## src/hdl/cms_pkg.sv

```systemverilog
// ----------------------------------------------------------------------------
// Cube-map sampler package
// Shared widths, codes, item types and warp coefficients.
// ----------------------------------------------------------------------------
`timescale 1ns / 1ps
`default_nettype none

package cms_pkg;

  localparam int MAX_RES    = 256;
  localparam int FACES      = 6;
  localparam int DIR_BITS   = 24;
  localparam int COORD_W    = $clog2(MAX_RES);
  localparam int RES_W      = 9;
  localparam int FACE_W     = 3;
  localparam int CH_W       = 16;
  localparam int CHANNELS   = 3;
  localparam int UV_W       = 17;
  localparam int NUM_W      = DIR_BITS + UV_W;
  localparam int DIV_LAT    = UV_W + 1;
  localparam int WARP_LAT   = 12;
  localparam int LINE_LEN   = DIV_LAT + WARP_LAT;
  localparam int BANK_DEPTH = FACES * (MAX_RES / 2) * (MAX_RES / 2);
  localparam int BANK_AW    = $clog2(BANK_DEPTH);

  // warp polynomial, Q.24
  localparam int P_W      = 27;
  localparam int PROD_W   = P_W + UV_W + 1;
  localparam int HORNER_N = 4;
  localparam logic signed [P_W-1:0] WARP_C9 = 27'sd445067;
  localparam logic signed [P_W-1:0] HORNER_ADD [HORNER_N] = '{
    -27'sd1818561, 27'sd3848067, -27'sd7055665, 27'sd21358552
  };

  localparam logic [UV_W-1:0] UV_HALF = 17'h08000;
  localparam logic [UV_W-1:0] WGT_ONE = 17'h10000;

  localparam logic CMD_WRITE  = 1'b0;
  localparam logic CMD_SAMPLE = 1'b1;

  localparam logic REG_GRID_RES = 1'b0;

  localparam logic [FACE_W-1:0] FACE_PX = 3'd0;
  localparam logic [FACE_W-1:0] FACE_NX = 3'd1;
  localparam logic [FACE_W-1:0] FACE_PY = 3'd2;
  localparam logic [FACE_W-1:0] FACE_NY = 3'd3;
  localparam logic [FACE_W-1:0] FACE_PZ = 3'd4;
  localparam logic [FACE_W-1:0] FACE_NZ = 3'd5;

  typedef logic [CHANNELS-1:0][CH_W-1:0] texel_t;

  typedef struct packed {
    logic                       command;
    logic [FACE_W-1:0]          face_select;
    logic [COORD_W-1:0]         texel_x;
    logic [COORD_W-1:0]         texel_y;
    logic [CH_W-1:0]            elevation_in;
    logic [CH_W-1:0]            land_in;
    logic [CH_W-1:0]            biome_in;
    logic signed [DIR_BITS-1:0] dir_x;
    logic signed [DIR_BITS-1:0] dir_y;
    logic signed [DIR_BITS-1:0] dir_z;
  } in_item_t;

  typedef struct packed {
    logic              ok;
    logic [FACE_W-1:0] face_out;
    logic [UV_W-1:0]   u_out;
    logic [UV_W-1:0]   v_out;
    logic [CH_W-1:0]   elevation_out;
    logic [CH_W-1:0]   land_out;
    logic [CH_W-1:0]   biome_out;
  } out_item_t;

  // per-item control carried alongside the coordinate pipeline
  typedef struct packed {
    logic               command;
    logic               wr_ok;
    logic               smp_ok;
    logic [FACE_W-1:0]  face;
    logic [COORD_W-1:0] wx;
    logic [COORD_W-1:0] wy;
    texel_t             wdata;
    logic               nu;
    logic               nv;
  } side_t;

endpackage

`default_nettype wire

```

## src/hdl/cms_div.sv

```systemverilog
// ----------------------------------------------------------------------------
// Ratio divider
// Rounded minor/major ratio in Q1.16, one quotient bit per pipeline stage.
// ----------------------------------------------------------------------------
`timescale 1ns / 1ps
`default_nettype none

module cms_div (
  input  logic                         clk,
  input  logic [cms_pkg::DIR_BITS-1:0] num,
  input  logic [cms_pkg::DIR_BITS-1:0] den,
  output logic [cms_pkg::UV_W-1:0]     quo
);
  import cms_pkg::*;

  logic [NUM_W-1:0]    dividend;
  logic [DIR_BITS-1:0] rem_r [0:DIV_LAT-2];
  logic [DIR_BITS-1:0] den_r [0:DIV_LAT-2];
  logic [UV_W-1:0]     low_r [0:DIV_LAT-2];
  logic [UV_W-1:0]     quo_r [0:DIV_LAT-1];
  logic [DIR_BITS:0]   trial [1:DIV_LAT-1];
  logic [DIR_BITS:0]   diff  [1:DIV_LAT-1];

  // add half the divisor up front so truncation rounds to nearest
  assign dividend = NUM_W'({num, {(UV_W-1){1'b0}}}) + NUM_W'(den >> 1);

  always_comb begin
    for (int k = 1; k < DIV_LAT; k++) begin
      trial[k] = {rem_r[k-1], low_r[k-1][UV_W-k]};
      diff[k]  = trial[k] - {1'b0, den_r[k-1]};
    end
  end

  always_ff @(posedge clk) begin
    rem_r[0] <= dividend[NUM_W-1:UV_W];
    low_r[0] <= dividend[UV_W-1:0];
    den_r[0] <= den;
    quo_r[0] <= '0;
    for (int k = 1; k < DIV_LAT; k++) begin
      quo_r[k] <= {quo_r[k-1][UV_W-2:0], ~diff[k][DIR_BITS]};
    end
    for (int k = 1; k < DIV_LAT - 1; k++) begin
      den_r[k] <= den_r[k-1];
      low_r[k] <= low_r[k-1];
      rem_r[k] <= diff[k][DIR_BITS] ? trial[k][DIR_BITS-1:0] : diff[k][DIR_BITS-1:0];
    end
  end

  assign quo = quo_r[DIV_LAT-1];

endmodule

`default_nettype wire

```

## config.mk

```make
export PLATFORM = sky130hd
export DESIGN_NAME = cms_div
export DESIGN_NICKNAME = d
export VERILOG_FILES = /design/src/hdl/cms_pkg.sv /design/src/hdl/cms_div.sv
export SDC_FILE = /design/constraint.sdc
export NUM_CORES = 2
export LEC_CHECK = 0
export BUFFER_PORTS_ARGS = -buffer_cell sky130_fd_sc_hd__buf_2
export CAP_MARGIN = 20
export CORE_MARGIN = 2
export CORE_UTILIZATION = 25
export CTS_CLUSTER_DIAMETER = 50
export DETAILED_ROUTE_END_ITERATION = 7
export SYNTH_ARGS = -nofsm -noshare
export SYNTH_HDL_FRONTEND = slang
export SYNTH_SLANG_ARGS = --single-unit
```

## constraint.sdc

```tcl
create_clock -name clk -period 4.7 [get_ports clk]
set_input_delay 0.47 -clock clk [delete_from_list [all_inputs] [get_ports clk]]
set_output_delay 0.47 -clock clk [all_outputs]
set_load 0.02 [all_outputs]
```

==> results.tsv <==
stage	metric	value	unit
cells_and_area	share of cells above drive strength 1	14.48	%
cells_and_area	fin nets	5105	
floorplanning	Core Box Area	178600	um^2
clock_network	CTS buffer count	109	
setup_path	slowest stage delay, CP	0.44	ns
power	Max VDD drop	0.0003513	V
synth	EDFF count, synth	0	
synth	mapped cell area	44950	um^2
synth	most numerous cell in the Yosys netlist	dfxtp_1	
flow_run	max_cap viols	0	
setup_path	reg2reg path depth	14	
synth	Synth Flop Type	dfxtp_1	
global_routing	vias in the first global route	31760	
place	I/O Buffers	65	
route	routed len/inst	12.44	um
cells_and_area	Design Area, Final	52150	um^2
clock_network	CTS resizes	0	
floorplanning	Rows	155	
timing	final slew viol count	0	
timing	Least-Margin Pin Slew	0.8995	ns
global_routing	first-pass GRT wire length	148300	um
synth	area leader, netlist	dfxtp_1	
floorplanning	Starting Density	25.16	%
route	DRC viols	0	
timing	clock skew	0.02668	ns
route	Routed WL	87980	um
clock_network	maximum buffer depth of the clock tree	3	
synth	Async S/R FF share, synth	0	%
clock_network	CTS root buffer	clkbuf_16	
timing	Max Freq	0.2540	GHz
synth	top cells by count, synth	dfxtp_1, inv_1, ha_1	
setup_path	crit path DAT	4.53	ns
setup_path	worst r2r src	den_r[0][40]	
timing	Slew Limit Headroom	38.48	%
synth	FF+latch count, synth	970	
setup_path	Buf+Inv Stages, Crit Path	3	
global_routing	grt ovf	0	
place	placed cell areas	47990	um^2
floorplanning	Die Ht	428.0	um
route	Vias/cell	4.351	
synth	area fraction of the dominant cell type after synthesis	43.20	%
power	Lkg Pwr	23.36	nW
clock_network	Post CTS Setup Buffer Count	0	
global_routing	antenna violations before repair	0	
route	TritonRoute pass-1 iters	5	
synth	Seq/Total Area, Yosys	43.20	%
synth	gate count after technology mapping	4462	
floorplanning	die footprint	183200	um^2
synth	synth warn	0	
clock_network	hold buffer count at CTS	46	
timing	Finish-stage setup viols	0	
worst_hold_path	hold path depth	2	
timing	Final period util	83.76	%
timing	Final Hold Fails	0	
synth	post-synth cell types	89	
worst_hold_path	Hold EP	rem_r[0][0]	
timing	Setup TNS Final	0	ns
worst_hold_path	Min-Delay Path Class	in2reg	
setup_path	crit-path leading delay family	compound AO/OA/AOI/OAI gates	
route	Post-DRT Antenna Nets	0	
route	initial DRC count	979	
setup_path	CP max FO	25	
floorplanning	top-level I/O count	66	
clock_network	clk_lat worst skew	0.72	ns
floorplanning	Die Wd	428.0	um
timing	Final min period	3.937	ns
timing	unrepaired setup endpoints after global routing	false	
setup_path	CP cell instances	inv_1 > ha_1 > inv_1 > fa_1 > a211oi_1 > o211ai_1 > a31oi_1 > o311ai_2 > a211oi_1 > o21a_1 > o21ai_2 > xor2_2 > buf_4 > mux2_2	
cells_and_area	area growth from synthesis to layout	16.03	%
synth	top post-synthesis cells by area	dfxtp_1, ha_1, mux2_2	
global_routing	Global Route Usage Sum	9.465	%
setup_path	RR Endpoint	rem_r[0][50]	
route	DR vias	30770	
worst_hold_path	hold path start	num[1]	
global_routing	largest net degree at the start of global routing	29	
run_status	status	finished clean	
synth	syn_area_per_cell	10.07	um^2
setup_path	Worst Path Required	5.29	ns
setup_path	CP max stage cell	a31oi_1	
cells_and_area	Antenna Diode Count	0	
clock_network	CTS Sinks	970	
place	DP HPWL	66920	um
synth	syn_nets	4942	
setup_path	R2R Setup Slk	0.76	ns
setup_path	Startpoint Class	flop	
setup_path	crit end category	flop	
place	routability cong.	0.9177	
power	pwr dens	798.7	nW/um^2
clock_network	CTS tree	yes	
setup_path	critical path type	reg2reg	
clock_network	CTS clk-pin slew, worst paths	0.06	ns
clock_network	# H-tree levels	3	
cells by family (layout without fill, tap and decap cells):
| group | after synthesis | in the layout | synth area share [%] |
|---|---|---|---|
| flip-flops | 970 | 970 | 43.20 |
| adder cells (fa/ha/maj) | 431 | 431 | 12.28 |
| AO/OA/AOI/OAI | 1067 | 1067 | 15.31 |
| AND/OR/NAND/NOR | 663 | 663 | 7.299 |
| multiplexers | 383 | 383 | 9.674 |
| buffers and inverters | 602 | 856 | 5.275 |
| XOR/XNOR | 346 | 346 | 6.960 |
per-layer routing:
metal | vias up | wire length, um | track usage (%)
met2 | 520 | 43340 | 17.44
li1 | 15910 | - | -
met1 | 14110 | 38400 | 10.53
met3 | 232 | 2970 | 1.915
met5 | - | 0 | 0
met4 | 0 | 3267 | 3.860
through the flow:
stage	total power, mW	std cells	hold slack (ns)	utilization, %	worst slack (ns)
after global routing	44.90	7071	0.02954	29.20	0.4420
after global placement	32.78	6822	0.3104	26.87	0.7734
after floorplan	29.17	4462	0.3096	-	1.337
after detailed placement	33.08	6823	0.3121	26.87	0.7667
final	41.65	7071	0.07144	29.20	0.7635
after CTS	42.05	7071	0.001830	29.20	0.7037
state kept, by name, summed over array words and instances (netlist names):
register,count
rem_r,408
low_r,1
den_r,408
quo_r,153
where the power goes:
part | switching, mW | internal, mW
registers | 1.30 | 11.1
clock network | 3.51 | 5.03
logic | 10.3 | 10.4
total | 15.1 | 26.6
cell usage in the layout, fill, tap and decap left out, drive strengths merged, types with 118 or more instances in the layout:
| master | instances |
|---|---|
| dfxtp | 970 |
| inv | 535 |
| ha | 414 |
| mux2 | 360 |
| a21oi | 343 |
| xnor2 | 228 |
| o21ai | 203 |
| nor2 | 178 |
| a21o | 151 |
| clkbuf | 148 |
| nand2 | 125 |
| xor2 | 118 |
layout make-up:
cell class,instances,area (um^2)
Fill cell,18370,126500
Timing Repair Buffer,132,939.7
Sequential cell,970,19420
Inverter,522,1959
Tap cell,2355,2947
Clock buffer,148,3075
Clock inverter,54,619.3
Multi-Input combinational cell,2890,23190
worst max path at each step:
stage	startpoint	end	slack (ns)	depth (start not counted)
after floorplan	den_r[0][316]	rem_r[0][352]	1.34	14
after detailed placement	den_r[0][40]	rem_r[0][55]	0.77	14
final	den_r[0][40]	rem_r[0][50]	0.76	14
after global routing	den_r[0][155]	rem_r[0][175]	0.44	14
after global placement	low_r[0][16]	rem_r[0][37]	0.77	14
after CTS	den_r[0][155]	rem_r[0][184]	0.70	14
Note: power is estimated with default switching activity, not from simulation.
